File: config.mk
export PLATFORM = sky130hd
export DESIGN_NAME = memory_type_region_allocator
export DESIGN_NICKNAME = d
export VERILOG_FILES = /design/src/mtra_pkg.sv /design/src/mtra_ram.sv /design/src/mtra_datapath.sv /design/src/mtra_ctrl.sv /design/src/memory_type_region_allocator.sv
export SDC_FILE = /design/constraint.sdc
export NUM_CORES = 1
export LEC_CHECK = 0
export BUFFER_PORTS_ARGS = -buffer_cell sky130_fd_sc_hd__buf_4
export CAP_MARGIN = 20
export CORE_MARGIN = 3
export CORE_UTILIZATION = 35
export DETAILED_ROUTE_END_ITERATION = 10
export GPL_TIMING_DRIVEN = 0
export PLACE_DENSITY = 0.62
export SLEW_MARGIN = 20
export SYNTH_ARGS = -nofsm -noshare
export SYNTH_HDL_FRONTEND = slang
export SYNTH_HIERARCHICAL = 1
export SYNTH_SLANG_ARGS = --single-unit
export TNS_END_PERCENT = 30
File: constraint.sdc
create_clock -name clk_i -period 7.5 [get_ports clk_i]
set_input_delay 0.375 -clock clk_i [delete_from_list [all_inputs] [get_ports clk_i]]
set_output_delay 0.375 -clock clk_i [all_outputs]
set_load 0.03 [all_outputs]
File: src/mtra_pkg.sv
// shared types and constants of the memory type region allocator
// no dependencies; used by the datapath, the controller and the top level
`timescale 1ns / 1ps

package mtra_pkg;

  localparam int unsigned ADDR_BITS   = 36;
  localparam int unsigned PAGE_BITS   = 12;
  localparam int unsigned PAGE_W      = ADDR_BITS - PAGE_BITS;
  localparam int unsigned SIZE_W      = ADDR_BITS + 1;
  localparam int unsigned KIND_W      = 8;
  localparam int unsigned TYPE_W      = 3;
  localparam int unsigned STATUS_W    = 4;
  localparam int unsigned SLOT_OUT_W  = 3;
  localparam int unsigned SLOTS_W     = 4;
  localparam int unsigned PAB_W       = 6;
  localparam int unsigned CFG_W       = 6;
  localparam int unsigned CFG_IDX_W   = 2;
  localparam int unsigned HI_PAGE_BIT = 32 - PAGE_BITS;
  localparam int unsigned ENTRY_W     = 2 * PAGE_W + KIND_W;

  localparam logic        MODE_READ  = 1'b1;
  localparam logic [2:0]  MT_WC      = 3'd1;
  localparam logic [2:0]  MT_RSV2    = 3'd2;
  localparam logic [2:0]  MT_RSV3    = 3'd3;
  localparam logic [2:0]  MT_UNKNOWN = 3'd7;

  typedef enum logic [STATUS_W-1:0] {
    ST_OK             = 4'd0,
    ST_UNSUPPORTED    = 4'd1,
    ST_MISALIGNED     = 4'd2,
    ST_OVER_RANGE     = 4'd3,
    ST_NOT_POW2       = 4'd4,
    ST_UNALIGNED_BASE = 4'd5,
    ST_BAD_TYPE       = 4'd6,
    ST_RESERVED_TYPE  = 4'd7,
    ST_WC_UNSUPPORTED = 4'd8,
    ST_NO_SLOT        = 4'd9,
    ST_BAD_INDEX      = 4'd10
  } status_e;

  typedef enum logic [CFG_IDX_W-1:0] {
    CFG_FEATURE = 2'd0,
    CFG_WC      = 2'd1,
    CFG_SLOTS   = 2'd2,
    CFG_PAB     = 2'd3
  } cfg_idx_e;

  typedef struct packed {
    logic capture;
    logic check;
    logic idx_rd;
    logic scan_start;
    logic scan_rd;
    logic scan_cmp;
    logic pick;
    logic out_load;
  } dp_cmd_t;

  typedef struct packed {
    logic chk_fail;
    logic is_read;
    logic scan_empty;
    logic scan_last;
    logic out_free;
  } dp_stat_t;

endpackage

File: src/mtra_ram.sv
// generic simple dual-port ram with registered read data
// no dependencies
`timescale 1ns / 1ps

module mtra_ram #(
  parameter int unsigned WIDTH = 8,
  parameter int unsigned DEPTH = 8
) (
  input  logic                                    clk_i,
  input  logic                                    we_i,
  input  logic [(DEPTH > 1 ? $clog2(DEPTH) : 1)-1:0] waddr_i,
  input  logic [WIDTH-1:0]                        wdata_i,
  input  logic                                    re_i,
  input  logic [(DEPTH > 1 ? $clog2(DEPTH) : 1)-1:0] raddr_i,
  output logic [WIDTH-1:0]                        rdata_o
);

  logic [WIDTH-1:0] mem_q [DEPTH];
  logic [WIDTH-1:0] rdata_q;

  always_ff @(posedge clk_i) begin
    if (we_i) begin
      mem_q[waddr_i] <= wdata_i;
    end
    if (re_i) begin
      rdata_q <= mem_q[raddr_i];
    end
  end

  assign rdata_o = rdata_q;

endmodule

File: src/mtra_datapath.sv
// datapath: config registers, request checks, slot scan, slot table and result register
// depends on mtra_pkg and mtra_ram
`timescale 1ns / 1ps

module mtra_datapath #(
  parameter int unsigned MAX_SLOTS = 8
) (
  input  logic                              clk_i,
  input  logic                              rst_ni,
  input  mtra_pkg::dp_cmd_t                 cmd_i,
  output mtra_pkg::dp_stat_t                stat_o,
  input  logic                              cfg_we_i,
  input  logic [mtra_pkg::CFG_IDX_W-1:0]    cfg_idx_i,
  input  logic [mtra_pkg::CFG_W-1:0]        cfg_data_i,
  input  logic                              mode_i,
  input  logic [mtra_pkg::ADDR_BITS-1:0]    region_base_i,
  input  logic [mtra_pkg::SIZE_W-1:0]       region_size_i,
  input  logic [mtra_pkg::TYPE_W-1:0]       memory_type_i,
  input  logic [mtra_pkg::SLOT_OUT_W-1:0]   slot_index_i,
  output logic                              out_valid_o,
  input  logic                              out_ready_i,
  output logic [mtra_pkg::STATUS_W-1:0]     status_o,
  output logic [mtra_pkg::SLOT_OUT_W-1:0]   chosen_slot_o,
  output logic [mtra_pkg::ADDR_BITS-1:0]    entry_base_o,
  output logic [mtra_pkg::SIZE_W-1:0]       entry_size_o,
  output logic [mtra_pkg::KIND_W-1:0]       entry_type_o,
  output logic                              entry_valid_o
);
  import mtra_pkg::*;

  localparam int unsigned IW    = (MAX_SLOTS > 1) ? $clog2(MAX_SLOTS) : 1;
  localparam int unsigned CNT_W = $clog2(MAX_SLOTS + 1);
  localparam int unsigned NW    = (CNT_W > SLOTS_W) ? CNT_W : SLOTS_W;

  function automatic logic [SIZE_W-1:0] dec_size(input logic [ADDR_BITS-1:0] pm,
                                                 input logic [PAGE_W-1:0]    mp);
    logic [ADDR_BITS-1:0] m;
    m = {mp, {PAGE_BITS{1'b0}}};
    return {1'b0, pm ^ m} + SIZE_W'(1);
  endfunction

  // configuration
  logic              feature_q;
  logic              wc_q;
  logic [SLOTS_W-1:0] slots_q;
  logic [PAB_W-1:0]  pab_q;

  always_ff @(posedge clk_i or negedge rst_ni) begin
    if (!rst_ni) begin
      feature_q <= 1'b1;
      wc_q      <= 1'b1;
      slots_q   <= SLOTS_W'(8);
      pab_q     <= PAB_W'(36);
    end else if (cfg_we_i) begin
      case (cfg_idx_e'(cfg_idx_i))
        CFG_FEATURE: feature_q <= cfg_data_i[0];
        CFG_WC:      wc_q      <= cfg_data_i[0];
        CFG_SLOTS:   slots_q   <= cfg_data_i[SLOTS_W-1:0];
        CFG_PAB:     pab_q     <= cfg_data_i[PAB_W-1:0];
        default:     ;
      endcase
    end
  end

  // captured request
  logic                  mode_q;
  logic [ADDR_BITS-1:0]  base_q;
  logic [SIZE_W-1:0]     size_q;
  logic [TYPE_W-1:0]     type_q;
  logic [SLOT_OUT_W-1:0] idx_q;

  always_ff @(posedge clk_i) begin
    if (cmd_i.capture) begin
      mode_q <= mode_i;
      base_q <= region_base_i;
      size_q <= region_size_i;
      type_q <= memory_type_i;
      idx_q  <= slot_index_i;
    end
  end

  // derived values
  logic [ADDR_BITS-1:0] pm;
  logic [NW-1:0]        slots_ext;
  logic [NW-1:0]        n_w;
  logic [NW-1:0]        idx_ext;
  logic [IW-1:0]        idx_addr;
  logic [SIZE_W:0]      sum_w;
  logic [SIZE_W-1:0]    sm1;
  logic [ADDR_BITS-1:0] mask_new;
  status_e              chk;

  always_comb begin
    for (int k = 0; k < ADDR_BITS; k++) begin
      pm[k] = (pab_q > PAB_W'(k));
    end
  end

  assign slots_ext = NW'(slots_q);
  assign n_w       = (slots_ext > NW'(MAX_SLOTS)) ? NW'(MAX_SLOTS) : slots_ext;
  assign idx_ext   = NW'(idx_q);
  assign idx_addr  = idx_ext[IW-1:0];
  assign sum_w     = {2'b00, base_q} + {1'b0, size_q};
  assign sm1       = size_q - SIZE_W'(1);
  assign mask_new  = pm & ~sm1[ADDR_BITS-1:0];

  // request checks in priority order
  always_comb begin
    chk = ST_OK;
    if (!feature_q) begin
      chk = ST_UNSUPPORTED;
    end else if (mode_q == MODE_READ) begin
      if (idx_ext >= n_w) begin
        chk = ST_BAD_INDEX;
      end
    end else if (base_q[PAGE_BITS-1:0] != '0 || size_q[PAGE_BITS-1:0] != '0 ||
                 size_q == '0) begin
      chk = ST_MISALIGNED;
    end else if (sum_w[SIZE_W:ADDR_BITS] != '0) begin
      chk = ST_OVER_RANGE;
    end else if ((size_q & sm1) != '0) begin
      chk = ST_NOT_POW2;
    end else if ((base_q & sm1[ADDR_BITS-1:0]) != '0) begin
      chk = ST_UNALIGNED_BASE;
    end else if (type_q == MT_UNKNOWN) begin
      chk = ST_BAD_TYPE;
    end else if (type_q == MT_RSV2 || type_q == MT_RSV3) begin
      chk = ST_RESERVED_TYPE;
    end else if (type_q == MT_WC && !wc_q) begin
      chk = ST_WC_UNSUPPORTED;
    end
  end

  // slot table
  logic [MAX_SLOTS-1:0] live_q;
  logic [IW-1:0]        cnt_q;
  logic [ENTRY_W-1:0]   rdata;
  logic [PAGE_W-1:0]    rd_page;
  logic [KIND_W-1:0]    rd_kind;
  logic [PAGE_W-1:0]    rd_mask;
  logic                 ram_we;
  logic                 ram_re;
  logic [IW-1:0]        rd_addr;
  logic [ENTRY_W-1:0]   wdata;
  logic [PAGE_W-1:0]    mask_new_q;
  status_e              res_q;
  logic [IW-1:0]        slot_q;

  logic                 m_found_q, f_found_q, h_found_q;
  logic [IW-1:0]        m_idx_q, f_idx_q, h_idx_q;
  logic                 found;
  logic [IW-1:0]        pick_idx;
  logic                 cur_live;
  logic                 hit_match;
  logic                 hit_high;

  assign found    = m_found_q | f_found_q | h_found_q;
  assign pick_idx = m_found_q ? m_idx_q : (f_found_q ? f_idx_q : h_idx_q);
  assign ram_we   = cmd_i.pick & found;
  assign ram_re   = cmd_i.idx_rd | cmd_i.scan_rd;
  assign rd_addr  = cmd_i.idx_rd ? idx_addr : cnt_q;
  assign wdata    = {base_q[ADDR_BITS-1:PAGE_BITS], KIND_W'(type_q), mask_new_q};

  mtra_ram #(
    .WIDTH (ENTRY_W),
    .DEPTH (MAX_SLOTS)
  ) u_ram (
    .clk_i   (clk_i),
    .we_i    (ram_we),
    .waddr_i (pick_idx),
    .wdata_i (wdata),
    .re_i    (ram_re),
    .raddr_i (rd_addr),
    .rdata_o (rdata)
  );

  assign rd_page   = rdata[ENTRY_W-1 -: PAGE_W];
  assign rd_kind   = rdata[PAGE_W +: KIND_W];
  assign rd_mask   = rdata[PAGE_W-1:0];
  assign cur_live  = live_q[cnt_q];
  assign hit_match = cur_live && rd_page == base_q[ADDR_BITS-1:PAGE_BITS] &&
                     dec_size(pm, rd_mask) == size_q;
  assign hit_high  = cur_live && rd_page[PAGE_W-1:HI_PAGE_BIT] != '0;

  always_ff @(posedge clk_i or negedge rst_ni) begin
    if (!rst_ni) begin
      live_q    <= '0;
      cnt_q     <= '0;
      m_found_q <= 1'b0;
      f_found_q <= 1'b0;
      h_found_q <= 1'b0;
      res_q     <= ST_OK;
    end else begin
      if (cmd_i.check) begin
        res_q <= chk;
      end
      if (cmd_i.scan_start) begin
        cnt_q     <= '0;
        m_found_q <= 1'b0;
        f_found_q <= 1'b0;
        h_found_q <= 1'b0;
      end
      if (cmd_i.scan_cmp) begin
        cnt_q <= cnt_q + IW'(1);
        if (hit_match && !m_found_q) begin
          m_found_q <= 1'b1;
        end
        if (!cur_live && !f_found_q) begin
          f_found_q <= 1'b1;
        end
        if (hit_high && !h_found_q) begin
          h_found_q <= 1'b1;
        end
      end
      if (cmd_i.pick) begin
        if (found) begin
          live_q[pick_idx] <= 1'b1;
        end else begin
          res_q <= ST_NO_SLOT;
        end
      end
    end
  end

  always_ff @(posedge clk_i) begin
    if (cmd_i.check) begin
      mask_new_q <= mask_new[ADDR_BITS-1:PAGE_BITS];
    end
    if (cmd_i.scan_cmp) begin
      if (hit_match && !m_found_q) begin
        m_idx_q <= cnt_q;
      end
      if (!cur_live && !f_found_q) begin
        f_idx_q <= cnt_q;
      end
      if (hit_high && !h_found_q) begin
        h_idx_q <= cnt_q;
      end
    end
    if (cmd_i.pick) begin
      slot_q <= pick_idx;
    end
  end

  // result register
  logic                  out_valid_q;
  status_e               out_status_q;
  logic [SLOT_OUT_W-1:0] out_slot_q;
  logic [ADDR_BITS-1:0]  out_base_q;
  logic [SIZE_W-1:0]     out_size_q;
  logic [KIND_W-1:0]     out_kind_q;
  logic                  out_live_q;
  logic                  out_free;
  logic                  rd_live;
  logic [NW-1:0]         slot_ext;
  logic [SLOT_OUT_W-1:0] res_slot;
  logic [ADDR_BITS-1:0]  res_base;
  logic [SIZE_W-1:0]     res_size;
  logic [KIND_W-1:0]     res_kind;
  logic                  res_live;

  assign out_free = !out_valid_q || out_ready_i;
  assign rd_live  = live_q[idx_addr];
  assign slot_ext = NW'(slot_q);

  always_comb begin
    res_slot = '0;
    res_base = '0;
    res_size = '0;
    res_kind = '0;
    res_live = 1'b0;
    if (res_q != ST_OK) begin
      if (res_q == ST_BAD_INDEX) begin
        res_slot = idx_q;
      end
    end else if (mode_q == MODE_READ) begin
      res_slot = idx_q;
      res_live = rd_live;
      res_base = rd_live ? {rd_page, {PAGE_BITS{1'b0}}} : '0;
      res_size = dec_size(pm, rd_live ? rd_mask : '0);
      res_kind = rd_live ? rd_kind : '0;
    end else begin
      res_slot = slot_ext[SLOT_OUT_W-1:0];
      res_live = 1'b1;
      res_base = {base_q[ADDR_BITS-1:PAGE_BITS], {PAGE_BITS{1'b0}}};
      res_size = dec_size(pm, mask_new_q);
      res_kind = KIND_W'(type_q);
    end
  end

  always_ff @(posedge clk_i or negedge rst_ni) begin
    if (!rst_ni) begin
      out_valid_q <= 1'b0;
    end else if (cmd_i.out_load) begin
      out_valid_q <= 1'b1;
    end else if (out_ready_i) begin
      out_valid_q <= 1'b0;
    end
  end

  always_ff @(posedge clk_i) begin
    if (cmd_i.out_load) begin
      out_status_q <= res_q;
      out_slot_q   <= res_slot;
      out_base_q   <= res_base;
      out_size_q   <= res_size;
      out_kind_q   <= res_kind;
      out_live_q   <= res_live;
    end
  end

  assign out_valid_o   = out_valid_q;
  assign status_o      = out_status_q;
  assign chosen_slot_o = out_slot_q;
  assign entry_base_o  = out_base_q;
  assign entry_size_o  = out_size_q;
  assign entry_type_o  = out_kind_q;
  assign entry_valid_o = out_live_q;

  assign stat_o.chk_fail   = (res_q != ST_OK);
  assign stat_o.is_read    = (mode_q == MODE_READ);
  assign stat_o.scan_empty = (n_w == '0);
  assign stat_o.scan_last  = ((NW'(cnt_q) + NW'(1)) == n_w);
  assign stat_o.out_free   = out_free;

  // a slot once live stays live
  a_live_sticky: assert property (@(posedge clk_i) disable iff (!rst_ni)
    1'b1 |=> ((live_q & $past(live_q)) == $past(live_q)))
    else $error("live slot was cleared");

  // writes only land in implemented slots
  a_write_in_range: assert property (@(posedge clk_i) disable iff (!rst_ni)
    ram_we |-> (NW'(pick_idx) < n_w))
    else $error("slot write beyond implemented slots");

  // a result is never loaded over one still waiting
  a_no_overwrite: assert property (@(posedge clk_i) disable iff (!rst_ni)
    cmd_i.out_load |-> out_free)
    else $error("result register overwritten");

  // a successful program result reports a live slot
  a_prog_live: assert property (@(posedge clk_i) disable iff (!rst_ni)
    (cmd_i.out_load && res_q == ST_OK && mode_q != MODE_READ) |=> entry_valid_o)
    else $error("programmed slot not reported valid");

endmodule

File: src/mtra_ctrl.sv
// controller state machine sequencing check, slot scan, write and result transfer
// depends on mtra_pkg
`timescale 1ns / 1ps

module mtra_ctrl (
  input  logic               clk_i,
  input  logic               rst_ni,
  input  logic               in_valid_i,
  output logic               in_ready_o,
  input  mtra_pkg::dp_stat_t stat_i,
  output mtra_pkg::dp_cmd_t  cmd_o
);
  import mtra_pkg::*;

  typedef enum logic [6:0] {
    S_IDLE     = 7'b0000001,
    S_CHECK    = 7'b0000010,
    S_ROUTE    = 7'b0000100,
    S_SCAN_RD  = 7'b0001000,
    S_SCAN_CMP = 7'b0010000,
    S_PICK     = 7'b0100000,
    S_OUT      = 7'b1000000
  } state_e;

  state_e state_q, state_d;

  always_ff @(posedge clk_i or negedge rst_ni) begin
    if (!rst_ni) begin
      state_q <= S_IDLE;
    end else begin
      state_q <= state_d;
    end
  end

  always_comb begin
    state_d    = state_q;
    cmd_o      = '0;
    in_ready_o = 1'b0;
    case (state_q)
      S_IDLE: begin
        in_ready_o = 1'b1;
        if (in_valid_i) begin
          cmd_o.capture = 1'b1;
          state_d       = S_CHECK;
        end
      end
      S_CHECK: begin
        cmd_o.check = 1'b1;
        state_d     = S_ROUTE;
      end
      S_ROUTE: begin
        if (stat_i.chk_fail) begin
          state_d = S_OUT;
        end else if (stat_i.is_read) begin
          cmd_o.idx_rd = 1'b1;
          state_d      = S_OUT;
        end else begin
          cmd_o.scan_start = 1'b1;
          state_d          = stat_i.scan_empty ? S_PICK : S_SCAN_RD;
        end
      end
      S_SCAN_RD: begin
        cmd_o.scan_rd = 1'b1;
        state_d       = S_SCAN_CMP;
      end
      S_SCAN_CMP: begin
        cmd_o.scan_cmp = 1'b1;
        state_d        = stat_i.scan_last ? S_PICK : S_SCAN_RD;
      end
      S_PICK: begin
        cmd_o.pick = 1'b1;
        state_d    = S_OUT;
      end
      S_OUT: begin
        if (stat_i.out_free) begin
          cmd_o.out_load = 1'b1;
          state_d        = S_IDLE;
        end
      end
      default: begin
        state_d = S_IDLE;
      end
    endcase
  end

endmodule

File: src/memory_type_region_allocator.sv
// Variable memory-type region table.
// Input channel (in_valid_i/in_ready_o) carries one request: mode 0 programs a
// region given by base, size and type, mode 1 reads back the slot slot_index_i.
// Output channel (out_valid_o/out_ready_i) returns exactly one result per request:
// a status code, the slot used and the decoded slot contents.
// Config port: cfg_we_i writes cfg_data_i into register cfg_idx_i
// (0 feature present, 1 write-combining allowed, 2 slots in use, 3 phys bits);
// write only while no request is in flight.
// Flow: a failed request or a read goes from the check straight to the result;
// a program request scans each slot in use (table read, then compare), then
// picks a slot and writes it, if one is found, before the result is loaded.
// One request is worked on at a time; the next is taken as soon as the result
// sits in the output register, even while the receiver stalls it.
// Reset marks all slots invalid and restores the config defaults (feature on,
// write-combining on, eight slots, 36 physical bits); no clearing pass.
// depends on mtra_pkg, mtra_ctrl, mtra_datapath, mtra_ram
`timescale 1ns / 1ps

module memory_type_region_allocator #(
  parameter int unsigned MAX_SLOTS = 8
) (
  input  logic                              clk_i,
  input  logic                              rst_ni,
  input  logic                              cfg_we_i,
  input  logic [mtra_pkg::CFG_IDX_W-1:0]    cfg_idx_i,
  input  logic [mtra_pkg::CFG_W-1:0]        cfg_data_i,
  input  logic                              in_valid_i,
  output logic                              in_ready_o,
  input  logic                              mode_i,
  input  logic [mtra_pkg::ADDR_BITS-1:0]    region_base_i,
  input  logic [mtra_pkg::SIZE_W-1:0]       region_size_i,
  input  logic [mtra_pkg::TYPE_W-1:0]       memory_type_i,
  input  logic [mtra_pkg::SLOT_OUT_W-1:0]   slot_index_i,
  output logic                              out_valid_o,
  input  logic                              out_ready_i,
  output logic [mtra_pkg::STATUS_W-1:0]     status_o,
  output logic [mtra_pkg::SLOT_OUT_W-1:0]   chosen_slot_o,
  output logic [mtra_pkg::ADDR_BITS-1:0]    entry_base_o,
  output logic [mtra_pkg::SIZE_W-1:0]       entry_size_o,
  output logic [mtra_pkg::KIND_W-1:0]       entry_type_o,
  output logic                              entry_valid_o
);
  import mtra_pkg::*;

  dp_cmd_t  cmd;
  dp_stat_t stat;

  mtra_ctrl u_ctrl (
    .clk_i      (clk_i),
    .rst_ni     (rst_ni),
    .in_valid_i (in_valid_i),
    .in_ready_o (in_ready_o),
    .stat_i     (stat),
    .cmd_o      (cmd)
  );

  mtra_datapath #(
    .MAX_SLOTS (MAX_SLOTS)
  ) u_datapath (
    .clk_i         (clk_i),
    .rst_ni        (rst_ni),
    .cmd_i         (cmd),
    .stat_o        (stat),
    .cfg_we_i      (cfg_we_i),
    .cfg_idx_i     (cfg_idx_i),
    .cfg_data_i    (cfg_data_i),
    .mode_i        (mode_i),
    .region_base_i (region_base_i),
    .region_size_i (region_size_i),
    .memory_type_i (memory_type_i),
    .slot_index_i  (slot_index_i),
    .out_valid_o   (out_valid_o),
    .out_ready_i   (out_ready_i),
    .status_o      (status_o),
    .chosen_slot_o (chosen_slot_o),
    .entry_base_o  (entry_base_o),
    .entry_size_o  (entry_size_o),
    .entry_type_o  (entry_type_o),
    .entry_valid_o (entry_valid_o)
  );

endmodule
==> impl.org <==
** STA
- For the finished layout, the period the worst path requires is approximately 5800 ps.
- Relative slew margins :: 31.8%
- Tcrit/Tclk final :: 76.8%
- Clock skew on the completed layout was measured at roughly 20 ps.
- For the pin with the worst max-slew slack, the measured transition is slightly above 1000 ps.
- Highest attainable clock frequency :: 0.174 GHz
- The final number of hold-violating endpoints is 0.
- The max-slew violation total from the final report is 0.
- Setup repair after global routing missed its margin :: no
- Total negative slack for setup checks :: 0 ps
- Final WS setup :: around 1700 ps
- Setup violations remaining at the end of the flow were counted as 0.

** Final layout
- Cells with a size suffix above 1 make up between 20% and 30% of the layout.
- Final #Nets :: around 2,600
- Ant. Diodes :: 0
- The sequential cells in the finished layout cover a total of ~0.022 sq mm.
- Relative to the synthesized area, the layout overhead comes to 22.3%.
- Cells fill around 43% of the core in the end.
- The multi-input combinational cells in the finished layout cover a total of 0.0104 sq mm.
- The layout has approximately 8,100 filler cells.

** Critical path
- Required @ worst endpoint :: 7760 ps
- The worst register-to-register path begins at u_datapath/pab_q[5]$_DFFE_PN1P_.
- The endpoint identified for the worst register-to-register timing path is u_datapath/m_idx_q[1]$_DFFE_PP_.
- The worst setup path is captured at a flip-flop.
- Critical Path Source :: u_datapath/pab_q[5]$_DFFE_PN1P_
- Worst reg2reg path depth :: 15
- The worst setup path is launched from a flip-flop.
- Critical Path Fanout Max :: 10
- Worst EP arrival :: 6010 ps
- The worst setup path is of the reg2reg kind.
- Setup slack of the worst register-to-register path :: around 1700 ps

** Power
- Total power for the finished layout comes to roughly 11 mW.
- For this design the ratio of total power to cell area is about 280 mW/mm^2.
- Leakage Power :: around 14 nW
- VDD sags by at most approximately 0.16 mV.

** Floorplanning
- Total I/O pin count :: approximately 180
- From bottom edge to top edge, the die measures about 310 um.
- # rows :: between 100 and 150
- The core region is 0.0924 sq mm.
- Die Width :: between 300 and 400 um
- Die area :: a little under 0.1 sq mm
- The initial utilization of the core area, before any placement, comes to 35.5%.

** Clock tree
- TritonCTS clock tree :: done
- Once the clock tree was built, the setup fixing pass inserted 0 buffers.
- The tree is rooted in a sky130_fd_sc_hd__clkbuf_16.
- Buffers inserted to repair hold after CTS numbered between 80 and 90.
- Clock transition at the register clock pins on the worst setup and hold paths after CTS :: about 60 ps
- The clock passes through at most 3 buffers.
- For the worst-skew pair, the clock arrives at the later sink with an insertion delay of around 630 ps.
- H-tree levels :: 3
- After clock tree synthesis, the repair step resized 0 gates.
- CTS sink cnt :: roughly 740
- Number of buffers created by CTS :: 80

** Synth
- Share of flip-flops with an asynchronous set or reset after synthesis :: roughly 5.2%
- The average instance in the mapped netlist occupies between 15 and 20 sq um.
- Main synth FF type :: sky130_fd_sc_hd__edfxtp_1
- Post-synth EDFFs :: approximately 700
- Warnings, synthesis :: 6
- Synthesis-stage register bit count :: roughly 740
- In the synthesized netlist, the number of instances is ~2,000.
- Summing the sequential cell areas from Yosys gives around 67% of the chip area.
- Summing every instance area after synthesis gives between 0.03 and 0.04 sq mm.
- Count of different cell masters after synthesis :: between 90 and 100

** Worst hold path
- The min-delay analysis places its worst path in the category in2reg.
- For hold timing, the worst endpoint is u_datapath/slots_ext[1]$_DFFE_PN0P_.
- Depth of the worst hold-timing path :: 2
- Worst min-delay path startpoint :: cfg_data_i[1]

** Routing
- The first detailed-routing pass ran for 6 iterations.
- Routed wire per std cell :: 25.2 um
- Routed vias/inst :: 5.36
- Number of vias after detailed routing :: 20,100
- The count of nets left with antenna violations once routing finished came out at 0.
- The final layout contains routed wiring with a total length of between 90,000 and 100,000 um.
- The first routing iteration left ~1,700 violations.
- After detailed routing, the number of remaining DRC violations is 0.

** Global route
- Global routing used 19.3% of the available tracks.
- Antenna violations before repair :: 1
- The first global-routing pass estimated between 100,000 and 150,000 um of wire.
- For this run the aggregate overflow at the end of global routing stands at 0.
- The number of global-route vias before repair was ~20,000.
- Largest net degree at the start of global routing :: 44

** Run
- Number of max-cap violations :: 0

** Run status
- Result of the run :: completed

** Place
- Once detailed placement completed, the half-perimeter wirelength came to 69,900 um.
- Final estimated routing congestion in global placement :: just over 0.9
- Port buffer count :: between 150 and 200
- Worst slack after detailed placement :: ~1700 ps
-- layout by cell type (no fill, tap or decap), drive strengths merged, types with 24 or more instances in the layout --
cell / n
o21ai: 36
nand2b: 26
and2: 24
buf: 270
inv: 68
nor4: 36
a22o: 30
xnor2: 66
clkbuf: 133
nor2b: 27
edfxtp: 697
a21oi: 34
conb: 52
nor2: 85
clkinv: 36
xor2: 65
dlygate4sd3: 86
o22ai: 26
nand2: 73
mux2: 74
dfrtp: 32
nor3: 42
ha: 76
mux4: 116
-- layer usage --
layer	GRT usage, %	wire, um	vias up
met1	25.2	38500	10400
met4	5.49	2340	0
met3	3.38	6180	136
met5	0	0	-
met2	33.0	47500	755
li1	-	-	8766
-- cell families (layout without fill, tap and decap cells) --
family          after synthesis  in the layout  synth area share, %
flops                       735            735                 66.7
simple gates                474            474                 8.36
compound gates              232            232                 5.11
mux                         198            198                 10.8
fa+ha+maj                    77             77                 2.93
xor+xnor                    132            132                 3.59
other cells                   1             52               0.0114
buf+inv                     159            606                 2.51
-- critical path, stage by stage (launching register included) --
cell,delay (ps)
sky130_fd_sc_hd__dfstp_2,360
sky130_fd_sc_hd__buf_6,140
sky130_fd_sc_hd__buf_6,140
sky130_fd_sc_hd__buf_2,200
sky130_fd_sc_hd__buf_2,260
sky130_fd_sc_hd__nor4_1,610
sky130_fd_sc_hd__nand2_1,220
sky130_fd_sc_hd__ha_1,470
sky130_fd_sc_hd__xor2_1,240
sky130_fd_sc_hd__nor4_1,430
sky130_fd_sc_hd__nand3_1,210
sky130_fd_sc_hd__nor3_1,660
sky130_fd_sc_hd__o2111ai_1,360
sky130_fd_sc_hd__nor4_1,320
sky130_fd_sc_hd__nand3_1,260
sky130_fd_sc_hd__nor3_1,480
-- area by class of cell --
cell class | count | area share (%)
Clock buffer | 94 | 5.28
Timing Repair Buffer | 300 | 7.13
Multi-Input combinational cell | 1165 | 25.8
Buffer | 95 | 1.46
Inverter | 64 | 0.599
Tap cell | 1243 | 3.88
Sequential cell | 735 | 54.6
Clock inverter | 53 | 1.23
-- where the power goes --
group,total [mW],internal (mW),switching [mW]
registers,5.37,4.88,0.491
clock network,3.88,2.25,1.63
logic,2.07,0.859,1.21
total,11.3,7.99,3.33
-- sequential cells by signal (all words and copies together) (netlist names), 3 cells and up --
name and flops:
u_datapath/m_idx_q 3, u_datapath/mask_new_q 24, u_datapath/chosen_slot_o 3, u_datapath/res_q 4, u_datapath/pab_q 6, u_datapath/u_ram/mem_q 448
u_datapath/live_q 8, u_datapath/base_q 36, u_datapath/status_o 4, u_datapath/size_q 37, u_datapath/entry_base_o 24, u_datapath/h_idx_q 3
u_datapath/cnt_q 3, u_datapath/entry_size_o 37, u_datapath/idx_addr 3, u_datapath/entry_type_o 8, u_datapath/type_q 3, u_datapath/slot_q 3
u_datapath/slots_ext 4, u_datapath/f_idx_q 3, u_ctrl/state_q 7, u_datapath/u_ram/rdata_o 56
-- Yosys cell counts, types with 32 or more instances --
library cell,instances,share of area [%]
sky130_fd_sc_hd__mux2_2,74,2.5
sky130_fd_sc_hd__o21ai_0,32,0.49
sky130_fd_sc_hd__dfrtp_1,32,2.4
sky130_fd_sc_hd__clkbuf_1,38,0.43
sky130_fd_sc_hd__mux4_2,116,8.0
sky130_fd_sc_hd__nor4_1,34,0.65
sky130_fd_sc_hd__edfxtp_1,697,64
sky130_fd_sc_hd__ha_1,76,2.9
sky130_fd_sc_hd__xor2_1,64,1.7
sky130_fd_sc_hd__nand2_1,71,0.81
sky130_fd_sc_hd__nor2_1,84,0.96
sky130_fd_sc_hd__xnor2_1,66,1.8
sky130_fd_sc_hd__nor3_1,42,0.64
sky130_fd_sc_hd__inv_1,62,0.71
-- through the flow --
stage                     cell area (sq um)  std cells  hold slack, ps
final                                 40100       3749            55.4
after global routing                  40100       3749            20.6
after CTS                             40100       3748            2.48
after detailed placement              36600       3515             388
after global placement                35800       3473             379
after floorplan                       33000       2059            79.4
-- worst max-delay path by stage --
stage,end,slack [ps],cells past startpoint
floorplan,u_datapath/u_ram/mem_q[4][0]$_DFFE_PP_,1730,6
global placement,u_datapath/u_ram/mem_q[4][15]$_DFFE_PP_,-2390,6
detailed placement,u_datapath/m_idx_q[1]$_DFFE_PP_,1710,15
CTS,u_datapath/m_idx_q[1]$_DFFE_PP_,1690,15
global route,u_datapath/m_idx_q[1]$_DFFE_PP_,1520,15
finish,u_datapath/m_idx_q[1]$_DFFE_PP_,1740,15
No activity file was read; power rests on OpenSTA's default activity.
